$ cat src/design/bmt_pkg.sv
// shared types, constants and the command byte decoder for the bracket tokenizer
package bmt_pkg;

  localparam int MAX_TOKENS_DEF  = 65536;
  localparam int MAX_NESTING_DEF = 256;
  localparam int POS_W           = 16;
  localparam logic [POS_W-1:0] POS_MAX = '1;

  localparam logic [7:0] CH_PLUS  = 8'd43;
  localparam logic [7:0] CH_COMMA = 8'd44;
  localparam logic [7:0] CH_MINUS = 8'd45;
  localparam logic [7:0] CH_DOT   = 8'd46;
  localparam logic [7:0] CH_LT    = 8'd60;
  localparam logic [7:0] CH_GT    = 8'd62;
  localparam logic [7:0] CH_OPEN  = 8'd91;
  localparam logic [7:0] CH_CLOSE = 8'd93;

  localparam logic ITEM_BYTE = 1'b0;
  localparam logic ITEM_END  = 1'b1;

  typedef enum logic [3:0] {
    TK_PLUS  = 4'd0,
    TK_MINUS = 4'd1,
    TK_COMMA = 4'd2,
    TK_DOT   = 4'd3,
    TK_LT    = 4'd4,
    TK_GT    = 4'd5,
    TK_OPEN  = 4'd6,
    TK_CLOSE = 4'd7,
    TK_END   = 4'd8
  } tok_kind_t;

  typedef enum logic [2:0] {
    ST_OK              = 3'd0,
    ST_UNMATCHED_CLOSE = 3'd1,
    ST_UNMATCHED_OPEN  = 3'd2,
    ST_TOO_DEEP        = 3'd3,
    ST_TOO_LONG        = 3'd4
  } status_t;

  typedef struct packed {
    logic      cmd;
    tok_kind_t kind;
  } decode_t;

  function automatic decode_t classify(input logic [7:0] code);
    decode_t d;
    d.cmd  = 1'b1;
    d.kind = TK_PLUS;
    case (code)
      CH_PLUS:  d.kind = TK_PLUS;
      CH_MINUS: d.kind = TK_MINUS;
      CH_COMMA: d.kind = TK_COMMA;
      CH_DOT:   d.kind = TK_DOT;
      CH_LT:    d.kind = TK_LT;
      CH_GT:    d.kind = TK_GT;
      CH_OPEN:  d.kind = TK_OPEN;
      CH_CLOSE: d.kind = TK_CLOSE;
      default:  d.cmd  = 1'b0;
    endcase
    return d;
  endfunction

endpackage

$ cat src/design/bmt_if.sv
// valid/ready channel interfaces for program bytes and tokens
interface bmt_in_if;
  logic       valid;
  logic       ready;
  logic       kind;
  logic [7:0] char_code;

  modport source (output valid, output kind, output char_code, input ready);
  modport sink   (input valid, input kind, input char_code, output ready);
endinterface

interface bmt_out_if;
  logic        valid;
  logic        ready;
  logic [3:0]  token_code;
  logic [15:0] position;
  logic [15:0] jump_position;
  logic [2:0]  status;

  modport source (output valid, output token_code, output position, output jump_position,
                  output status, input ready);
  modport sink   (input valid, input token_code, input position, input jump_position,
                  input status, output ready);
endinterface

$ cat src/design/bmt_stack.sv
// open bracket stack memory, one write port and one registered read port
module bmt_stack #(
  parameter int DEPTH = bmt_pkg::MAX_NESTING_DEF,
  parameter int AW    = (DEPTH > 1) ? $clog2(DEPTH) : 1
) (
  input  logic                          clk,
  input  logic                          wr_en,
  input  logic [AW-1:0]                 wr_addr,
  input  logic [bmt_pkg::POS_W-1:0]     wr_data,
  input  logic                          rd_en,
  input  logic [AW-1:0]                 rd_addr,
  output logic [bmt_pkg::POS_W-1:0]     rd_data
);
  import bmt_pkg::*;

  logic [POS_W-1:0] mem [DEPTH];

  always_ff @(posedge clk) begin
    if (wr_en) begin
      mem[wr_addr] <= wr_data;
    end
  end

  // read data holds until the next pop so a stalled token keeps its target
  always_ff @(posedge clk) begin
    if (rd_en) begin
      rd_data <= mem[rd_addr];
    end
  end

endmodule

$ cat src/design/bracket_matching_tokenizer_unit.sv
// Bracket matching tokenizer: takes one program byte per cycle while the token register is free
// or being taken and, for each of the eight command characters, returns one token in the next
// cycle with its kind, its index among kept tokens and, for a close bracket, the index of the
// matching open bracket; other bytes are absorbed with no token. An end transaction returns the
// token count and the sticky status, then clears the block for the next program. Open bracket
// indexes live in a single-port-write, registered-read stack memory of MAX_NESTING entries: a
// push writes at the current depth and a pop reads at depth minus one in the cycle the byte is
// taken, so the stack never holds a byte back. The token register is the output stage; it is
// refilled in the cycle it is taken.
module bracket_matching_tokenizer_unit #(
  parameter int MAX_TOKENS  = bmt_pkg::MAX_TOKENS_DEF,
  parameter int MAX_NESTING = bmt_pkg::MAX_NESTING_DEF
) (
  input  logic       clk,
  input  logic       rst,
  bmt_in_if.sink     prog,
  bmt_out_if.source  tok
);
  import bmt_pkg::*;

  localparam int CW = $clog2(MAX_TOKENS + 1);
  localparam int DW = $clog2(MAX_NESTING + 1);
  localparam int AW = (MAX_NESTING > 1) ? $clog2(MAX_NESTING) : 1;

  logic [CW-1:0] cnt, cnt_next;
  logic [DW-1:0] depth, depth_next;
  status_t       err, err_next;

  logic             s1_valid;
  tok_kind_t        s1_kind;
  logic [POS_W-1:0] s1_pos;
  logic             s1_pop;
  status_t          s1_status;

  logic             accept;
  decode_t          dec;
  logic [CW+POS_W-1:0] cnt_wide;
  logic [POS_W-1:0] pos_sat;
  logic             len_full, stack_full, stack_empty;
  logic             push, pop, has_res;
  tok_kind_t        res_kind;
  logic [POS_W-1:0] res_pos;
  status_t          res_status;
  logic [DW-1:0]    depth_m1;
  logic [POS_W-1:0] rd_data;

  assign prog.ready = !rst && (!s1_valid || tok.ready);
  assign accept     = prog.valid && prog.ready;
  assign dec        = classify(prog.char_code);

  assign cnt_wide    = {{POS_W{1'b0}}, cnt};
  assign pos_sat     = (cnt_wide > (CW+POS_W)'(POS_MAX)) ? POS_MAX : cnt_wide[POS_W-1:0];
  assign len_full    = (cnt == CW'(MAX_TOKENS));
  assign stack_full  = (depth == DW'(MAX_NESTING));
  assign stack_empty = (depth == '0);
  assign depth_m1    = depth - DW'(1);

  always_comb begin
    cnt_next   = cnt;
    depth_next = depth;
    err_next   = err;
    push       = 1'b0;
    pop        = 1'b0;
    has_res    = 1'b0;
    res_kind   = dec.kind;
    res_pos    = pos_sat;
    res_status = err;
    if (prog.kind == ITEM_END) begin
      has_res    = 1'b1;
      res_kind   = TK_END;
      if (!stack_empty && err == ST_OK) begin
        res_status = ST_UNMATCHED_OPEN;
      end
      cnt_next   = '0;
      depth_next = '0;
      err_next   = ST_OK;
    end else if (dec.cmd) begin
      has_res = 1'b1;
      if (len_full) begin
        if (err == ST_OK) begin
          err_next = ST_TOO_LONG;
        end
      end else begin
        case (dec.kind)
          TK_OPEN: begin
            if (stack_full) begin
              if (err == ST_OK) begin
                err_next = ST_TOO_DEEP;
              end
            end else begin
              push       = 1'b1;
              depth_next = depth + DW'(1);
            end
          end
          TK_CLOSE: begin
            if (stack_empty) begin
              if (err == ST_OK) begin
                err_next = ST_UNMATCHED_CLOSE;
              end
            end else begin
              pop        = 1'b1;
              depth_next = depth_m1;
            end
          end
          default: ;
        endcase
        cnt_next = cnt + CW'(1);
      end
      res_status = err_next;
    end
  end

  bmt_stack #(
    .DEPTH (MAX_NESTING),
    .AW    (AW)
  ) u_stack (
    .clk     (clk),
    .wr_en   (accept && push),
    .wr_addr (depth[AW-1:0]),
    .wr_data (pos_sat),
    .rd_en   (accept && pop),
    .rd_addr (depth_m1[AW-1:0]),
    .rd_data (rd_data)
  );

  always_ff @(posedge clk) begin
    if (rst) begin
      cnt      <= '0;
      depth    <= '0;
      err      <= ST_OK;
      s1_valid <= 1'b0;
    end else if (accept) begin
      cnt      <= cnt_next;
      depth    <= depth_next;
      err      <= err_next;
      s1_valid <= has_res;
    end else if (tok.ready) begin
      s1_valid <= 1'b0;
    end
  end

  always_ff @(posedge clk) begin
    if (accept && has_res) begin
      s1_kind   <= res_kind;
      s1_pos    <= res_pos;
      s1_pop    <= pop;
      s1_status <= res_status;
    end
  end

  assign tok.valid         = s1_valid;
  assign tok.token_code    = s1_kind;
  assign tok.position      = s1_pos;
  assign tok.jump_position = s1_pop ? rd_data : '0;
  assign tok.status        = s1_status;

  a_depth_bound: assert property (@(posedge clk) disable iff (rst)
    depth <= DW'(MAX_NESTING))
    else $error("stack depth beyond nesting limit");

  a_count_bound: assert property (@(posedge clk) disable iff (rst)
    cnt <= CW'(MAX_TOKENS))
    else $error("token count beyond length limit");

  a_err_sticky: assert property (@(posedge clk) disable iff (rst)
    (err != ST_OK && !(accept && prog.kind == ITEM_END)) |=> err == $past(err))
    else $error("sticky status changed before end of program");

  a_end_clears: assert property (@(posedge clk) disable iff (rst)
    (accept && prog.kind == ITEM_END) |=> (cnt == '0 && depth == '0 && err == ST_OK))
    else $error("end transaction did not clear state");

  a_pop_nonempty: assert property (@(posedge clk) disable iff (rst)
    (accept && pop) |-> !stack_empty)
    else $error("pop from empty stack");

endmodule

$ cat src/flat_wrapper.sv
// flat-port wrapper written by rule: the top's interface ports become plain ports
module bracket_matching_tokenizer_unit_flat import bmt_pkg::*;
#(
  parameter int MAX_TOKENS  = bmt_pkg::MAX_TOKENS_DEF,
  parameter int MAX_NESTING = bmt_pkg::MAX_NESTING_DEF
)
  (clk, rst, prog_valid, prog_kind, prog_char_code, prog_ready, tok_valid, tok_token_code, tok_position, tok_jump_position, tok_status, tok_ready);
  bmt_in_if prog_i ();
  bmt_out_if tok_i ();
  input  logic clk;
  input  logic rst;
  input wire logic [$bits(prog_i.valid)-1:0] prog_valid;
  input wire logic [$bits(prog_i.kind)-1:0] prog_kind;
  input wire logic [$bits(prog_i.char_code)-1:0] prog_char_code;
  output wire logic [$bits(prog_i.ready)-1:0] prog_ready;
  output wire logic [$bits(tok_i.valid)-1:0] tok_valid;
  output wire logic [$bits(tok_i.token_code)-1:0] tok_token_code;
  output wire logic [$bits(tok_i.position)-1:0] tok_position;
  output wire logic [$bits(tok_i.jump_position)-1:0] tok_jump_position;
  output wire logic [$bits(tok_i.status)-1:0] tok_status;
  input wire logic [$bits(tok_i.ready)-1:0] tok_ready;
  assign prog_i.valid = prog_valid;
  assign prog_i.kind = prog_kind;
  assign prog_i.char_code = prog_char_code;
  assign prog_ready = prog_i.ready;
  assign tok_valid = tok_i.valid;
  assign tok_token_code = tok_i.token_code;
  assign tok_position = tok_i.position;
  assign tok_jump_position = tok_i.jump_position;
  assign tok_status = tok_i.status;
  assign tok_i.ready = tok_ready;
  bracket_matching_tokenizer_unit #(.MAX_TOKENS(MAX_TOKENS), .MAX_NESTING(MAX_NESTING)) u_core (.clk(clk), .rst(rst), .prog(prog_i), .tok(tok_i));
endmodule
$ cat config.mk
export PLATFORM = sky130hd
export DESIGN_NAME = bracket_matching_tokenizer_unit_flat
export DESIGN_NICKNAME = d
export VERILOG_FILES = /design/src/design/bmt_pkg.sv /design/src/design/bmt_if.sv /design/src/design/bmt_stack.sv /design/src/design/bracket_matching_tokenizer_unit.sv /design/src/flat_wrapper.sv
export SDC_FILE = /design/constraint.sdc
export NUM_CORES = 2
export LEC_CHECK = 0
export BUFFER_PORTS_ARGS = -buffer_cell sky130_fd_sc_hd__buf_2
export CAP_MARGIN = 0
export CORE_MARGIN = 2
export CORE_UTILIZATION = 60
export DETAILED_ROUTE_END_ITERATION = 6
export HOLD_SLACK_MARGIN = 0.03
export PLACE_DENSITY = 0.76
export SLEW_MARGIN = 20
export SYNTH_ARGS = -nofsm -noshare
export SYNTH_HDL_FRONTEND = slang
export SYNTH_HIERARCHICAL = 1
export SYNTH_SLANG_ARGS = --single-unit
$ cat constraint.sdc
create_clock -name clk -period 12.9 [get_ports clk]
set_clock_uncertainty 0.1 [all_clocks]
set_input_delay 0.645 -clock clk [delete_from_list [all_inputs] [get_ports clk]]
set_output_delay 0.645 -clock clk [all_outputs]
set_load 0.03 [all_outputs]
Word level (Yosys, flattened, before mapping):

Memory sizes are Yosys's and may differ from the RTL's. A register that Yosys moved wholly into a read port is not among the register bits.
Index checks and enable logic that the tools add are counted.

* eq/ne operators: 15
* muxes and demuxes: 40
* $add $sub $neg: 3
* reduce and logical (&&, ||, !) cells: 18
* magnitude comparators: 1

Operators by type and width (number)
* $mux W17: 3
* $eq A8 B6 Y1 const B: 6
* $mux W9: 5
* $mux W16: 2
* $mux W3: 10
* $pmux W3 S7: 1
* $pmux W9 S2: 1
* $add A17 B1 Y17 const B: 1
* $eq A17 B17 Y1 const B: 1
* $gt A17 B16 Y1 const B: 1
* $mux W1: 17
* $eq A8 B7 Y1 const B: 2
* $add A9 B1 Y9 const B: 1
* $eq A9 B9 Y1 const B: 1
* $logic_not A9 Y1: 1
* $sub A9 B1 Y9 const B: 1
* $reduce_or A8 Y1: 1
* $eq A3 B3 Y1 const B: 2
* $logic_and A1 B1 Y1: 6
* $ne A3 B3 Y1 const B: 2
* $pmux W3 S2: 1
* $reduce_and A6 Y1: 1
* $reduce_bool A2 Y1: 2
* $logic_not A1 Y1: 3
* other kinds (5): 5

* output and inout bits: 41
* memory bits (writable): 4096
* bits of input ports: 13
* flip-flop bits (word level): 54
* memories: 1

Memory list
* u_core.u_stack.mem: words 256, width 16, rd ports 1, clocked after Yosys merged registers in 1, wr ports 1, RTL line bmt_stack.sv:16 `logic [POS_W-1:0] mem [DEPTH];`

Logic depth before layout (Yosys ltp):

* depth in word-level cells: 10
* mapped depth: 15
* mapped depth without buffers: 12

Cells and area by module:

The synthesis kept the hierarchy.

By module, submodules not included
* bmt_stack: cells an instance 7360, area an instance 158874.9 µm², sequential area each 123478.4 µm², instances 1
* bracket_matching_tokenizer_unit: cells an instance 332, area an instance 3004.1 µm², sequential area each 1321.3 µm², instances 1

Least setup slack after synthesis:

OpenSTA, ideal clock, no wires.

* path kind: register to register
* start point: register u_core.cnt[3]
* end point: register u_core.s1_pos[12] (netlist: u_core/tok.position[12]) (data pin)
* data required time: 11892 ps
* setup time: 908 ps
* buffers on the path: 2
* path slack: 7074 ps
* arrival: 4819 ps
* stages on the path, launching flop included: 10
* path through: dfxtp_1 buf_2 nand4_1 nor3_1 and3_1 and3_1 ha_1 nand2b_1 clkbuf_1 nand2b_1

* word-level cells in the longest chain between the ends: 2

RTL lines
* from (decl): RTL line bracket_matching_tokenizer_unit.sv:25 `logic [CW-1:0] cnt, cnt_next;`
* from (signal assigned): RTL line bracket_matching_tokenizer_unit.sv:133 `cnt <= cnt_next;`
* $gt A17 B16 Y1: RTL line bracket_matching_tokenizer_unit.sv:52 `assign pos_sat = (cnt_wide > (CW+POS_W)'(POS_MAX)) ? POS_MAX : cnt_wide[POS_W-1:0];`
* $mux W16: RTL line bracket_matching_tokenizer_unit.sv:52
* named net u_core.pos_sat[12]: RTL line bracket_matching_tokenizer_unit.sv:38 `logic [POS_W-1:0] pos_sat;`
* to (signal assigned): RTL line bracket_matching_tokenizer_unit.sv:145 `s1_pos <= res_pos;`
* to (decl): RTL line bracket_matching_tokenizer_unit.sv:31 `logic [POS_W-1:0] s1_pos;`

The timed path passes the listed nets, and every way through them passes these cells.
A chain may end at the register's enable or synchronous reset.

Worst setup path in the final report:

* start point: register u_core.depth[0]
* end point: register u_core/u_stack/rd_data[15] (netlist name) (read register of u_core.u_stack.mem) (data pin)

RTL lines
* from (decl): RTL line bracket_matching_tokenizer_unit.sv:26 `logic [DW-1:0] depth, depth_next;`
* from (signal assigned): RTL line bracket_matching_tokenizer_unit.sv:134 `depth <= depth_next;`
* $sub A9 B1 Y9: RTL line bracket_matching_tokenizer_unit.sv:56 `assign depth_m1 = depth - DW'(1);`
* named net u_core.depth_m1[0]: RTL line bracket_matching_tokenizer_unit.sv:44 `logic [DW-1:0] depth_m1;`
* to (decl): RTL line bmt_stack.sv:12 `output logic [bmt_pkg::POS_W-1:0] rd_data`

The timed path passes the listed nets, and every way through them passes these cells.

==> flow_summary.toml <==
[outcome]
outcome = "completed"

[grt]
grtUsageTotal_pct = 30.8
grt_max_degree = 208
antenna_found_initial = 27
grt_pass1_vias = 82200
grt_pass1_wl_mm = 599
grt_remaining_overflow = 0

[clock_tree]
worstSkewPairLatency_ns = 0.95
cts_tree = "done"
numCtsBuffers = 403
clock-sinks = 4166
cts_buffer_depth = 4
htree_num_levels = 5
cts_resized = 0
clockRootBuffer = "clkbuf_16"
clk_pin_slew_ns = 0.07

[logic_synthesis]
ys_seq_elements = 4166
synth_fp_nets = 7711
syn_avg_cell_area_um2 = 21.0
yosysSeqAreaShare_pct = 77.1
syn_area_mm2 = 0.162
yosys.cell_types.count = 74
ys_async_sr_fraction_pct = 0
synth_edf_count = 4136
postSynthCellCount = 7692
ys.flop_type = "edfxtp_1"
yosysWarnings = 6

[critical_path]
cp-end-kind = "flop"
critPathKind = "flop to flop"
path_max_fanout = 92
required_ns = 13.39
crit_path_start = "u_core/depth[0]"
crit_chain = "inv_8 -> ha_1 -> inv_8 -> buf_4 -> buf_4 -> buf_4 -> mux4_2 -> mux2_2 -> a22oi_1 -> nand2_1 -> o32ai_1 -> nor4_1"
r2r-start = "u_core/depth[0]"
cp_slowest_cell = "o32ai_1"
slowest_delay_ns = 1.11
start_kind = "flop"
cp.arrival_ns = 7.57
cp_common_cell = "buf_4"

[die]
fp.dieH_um = 523
coreArea_mm2 = 0.268
rows = 190
start_util_pct = 60.4
dieArea_mm2 = 0.274
die_w_um = 523
io_pins = 54

[sta]
fin_tns_setup_ns = 0
slew_violations = 0
hold_viol_final = 0
min_period_over_period_pct = 54.9
fin_crit_ns = 7.09
rsz0062_at_grt = "false"
finalSetupViolCount = 0
worst_pin_slew_ns = 1.33
maxSlewHeadroom_pct = 11.0
timing.final.ws_setup_ns = 5.81
fmax_mhz = 141

[pwr]
leakage_uw = 0.0596
p_per_area_mw_per_mm2 = 145
ir_worst_vdd_mv = 0.108

[place]
pre_cts_slack_ns = 5.99
dpl_cell_area_mm2 = 0.167
port_buffers = 53
dp_cells = 11200
routabilityCongestion = 0.891
dp_hpwl_mm = 234

[route]
finalWirelength_mm = 422
drtIter0Drc = 12800
drtPass1Iterations = 6
via_per_inst = 7.02
num_vias = 83900
post-route-drc-count = 0
wl_per_cell_um = 35.3
ant_nets = 0

[final_layout]
synthToLayoutAreaGrowth_pct = 11.4
fin_nets = 8078
drive_above_1_share_pct = 23.7
final_area_mm2 = 0.180
num-fill-cells = 16200
post-route-util_pct = 67.2
final_cells = 12000

[flow_run]
maxCapViolations = 0

[worst_hold_path]
worst_hold_path_type = "primary input to flop"
hold_start = "prog_char_code[4]"
==> cell families (layout without fill, tap and decap cells) <==
logic type / Yosys count / in the layout / share of synthesized area (%)
AO/OA/AOI/OAI: 859 / 859 / 3.76
adder cells (fa/ha/maj): 6 / 6 / 0.0464
XOR/XNOR: 11 / 11 / 0.0595
other: 0 / 20 / 0
buffers and inverters: 479 / 1171 / 1.72
AND/OR/NAND/NOR: 716 / 716 / 2.09
flip-flops: 4166 / 4166 / 77.1
multiplexers: 1455 / 1455 / 15.2
==> cell usage after synthesis (8+ instances only) <==
master / count / area share, %
edfxtp_1: 4136 / 77
mux4_2: 797 / 11
mux2i_1: 569 / 3.5
nor2_1: 330 / 0.77
o221ai_1: 252 / 1.4
clkbuf_1: 242 / 0.56
a21oi_1: 195 / 0.60
o22ai_1: 148 / 0.57
nor3_1: 104 / 0.32
mux2_2: 88 / 0.61
buf_2: 78 / 0.24
buf_6: 77 / 0.54
nand2_1: 63 / 0.15
o21ai_0: 51 / 0.16
nand3_1: 47 / 0.15
a22oi_1: 44 / 0.20
nand4_1: 33 / 0.13
a22o_1: 32 / 0.17
dfxtp_1: 30 / 0.37
a221oi_1: 28 / 0.15
buf_1: 27 / 0.063
buf_4: 27 / 0.13
nand2b_1: 22 / 0.085
a211oi_1: 21 / 0.097
nor4_1: 21 / 0.081
o31ai_1: 20 / 0.093
o32ai_1: 20 / 0.11
and2_1: 19 / 0.073
and3_1: 18 / 0.070
or3_1: 12 / 0.046
buf_8: 11 / 0.10
inv_1: 11 / 0.026
nor2b_1: 10 / 0.039
a31oi_1: 8 / 0.031
==> placed cells by master, fill, tap and decap left out, drive strengths merged, types with 30 or more instances in the layout <==
cell type	n
dfxtp	30
o22ai	148
a22oi	44
buf	425
bufinv	32
edfxtp	4136
nor2	330
a21oi	195
a22o	32
clkinv	197
mux2	89
o21ai	58
nor3	104
mux4	797
o221ai	253
nand2	63
mux2i	569
nand3	47
clkbuf	476
nand4	33
==> worst max-delay path: cells and delay by family, from the launching register on <==
family / cells / cell delay [ns]
and+or+nand+nor: 2 / 0.30
AOI/OAI and AO/OA: 2 / 1.32
muxes: 2 / 0.69
buffers and inverters: 5 / 2.98
adders and majority gates: 1 / 0.54
DFF: 1 / 0.72
==> per-layer routing <==
metal | share of wire (%) | vias to the layer above | GRT usage (%)
met4 | 5.2 | 26 | 14.2
met3 | 12 | 1075 | 7.31
met1 | 35 | 43600 | 41.6
met5 | 0.043 | - | 0
met2 | 48 | 5978 | 48.3
li1 | - | 33300 | -
==> metrics by stage <==
step	power, µW	hold slack, ns
2_1_floorplan	15000	0.357
3_3_place_gp	15000	0.377
3_5_place_dp	15000	0.390
4_1_cts	26200	0.0499
5_1_grt	26700	0.0814
6_report	26100	0.101
==> registers in the layout (all words and copies together) (netlist names), 3 cells and up <==
register and count:
u_core/tok.status 3, u_core/u_stack/rd_data 16, u_core/tok.token_code 4, u_core/u_stack/mem 4096, u_core/cnt 17, u_core/depth 9, u_core/err 3, u_core/tok.position 16
==> power breakdown <==
group          switching, µW  leakage [µW]  internal (µW)  total (µW)
Sequential              1.18        0.0372          14600       14600
Clock                   4990       0.00622           6460       11500
Combinational           25.8        0.0162           10.6        36.4
Total                   5020        0.0596          21100       26100
==> final timing paths <==
| kind | end | depth (start not counted) | slack (ns) |
|---|---|---|---|
| max | u_core/u_stack/rd_data[15] | 12 | 5.81 |
| min | u_core/tok.token_code[2] | 2 | 0.10 |
| max reg2reg | u_core/u_stack/rd_data[15] | 12 | 5.81 |
| min reg2reg | u_core/err[1] | 2 | 0.40 |
==> final cells by class <==
type / instances / area (µm²) / area share (%)
repair buffers: 429 / 3340 / 1.85
multi-input cells: 3047 / 34900 / 19.3
clock inverters: 254 / 2210 / 1.23
well taps: 3552 / 4440 / 2.46
flip-flops and latches: 4166 / 125000 / 69.2
inverters: 12 / 72.6 / 0.0402
clock buffers: 476 / 10500 / 5.83
diodes: 20 / 50.0 / 0.0278
==> repair_timing <==
action | in CTS | in global routing
buffers inserted | 0 | 0
endpoints found under the hold margin | 10 | 0
hold buffers | 4 | 0
(Power assumes the default switching activity.)
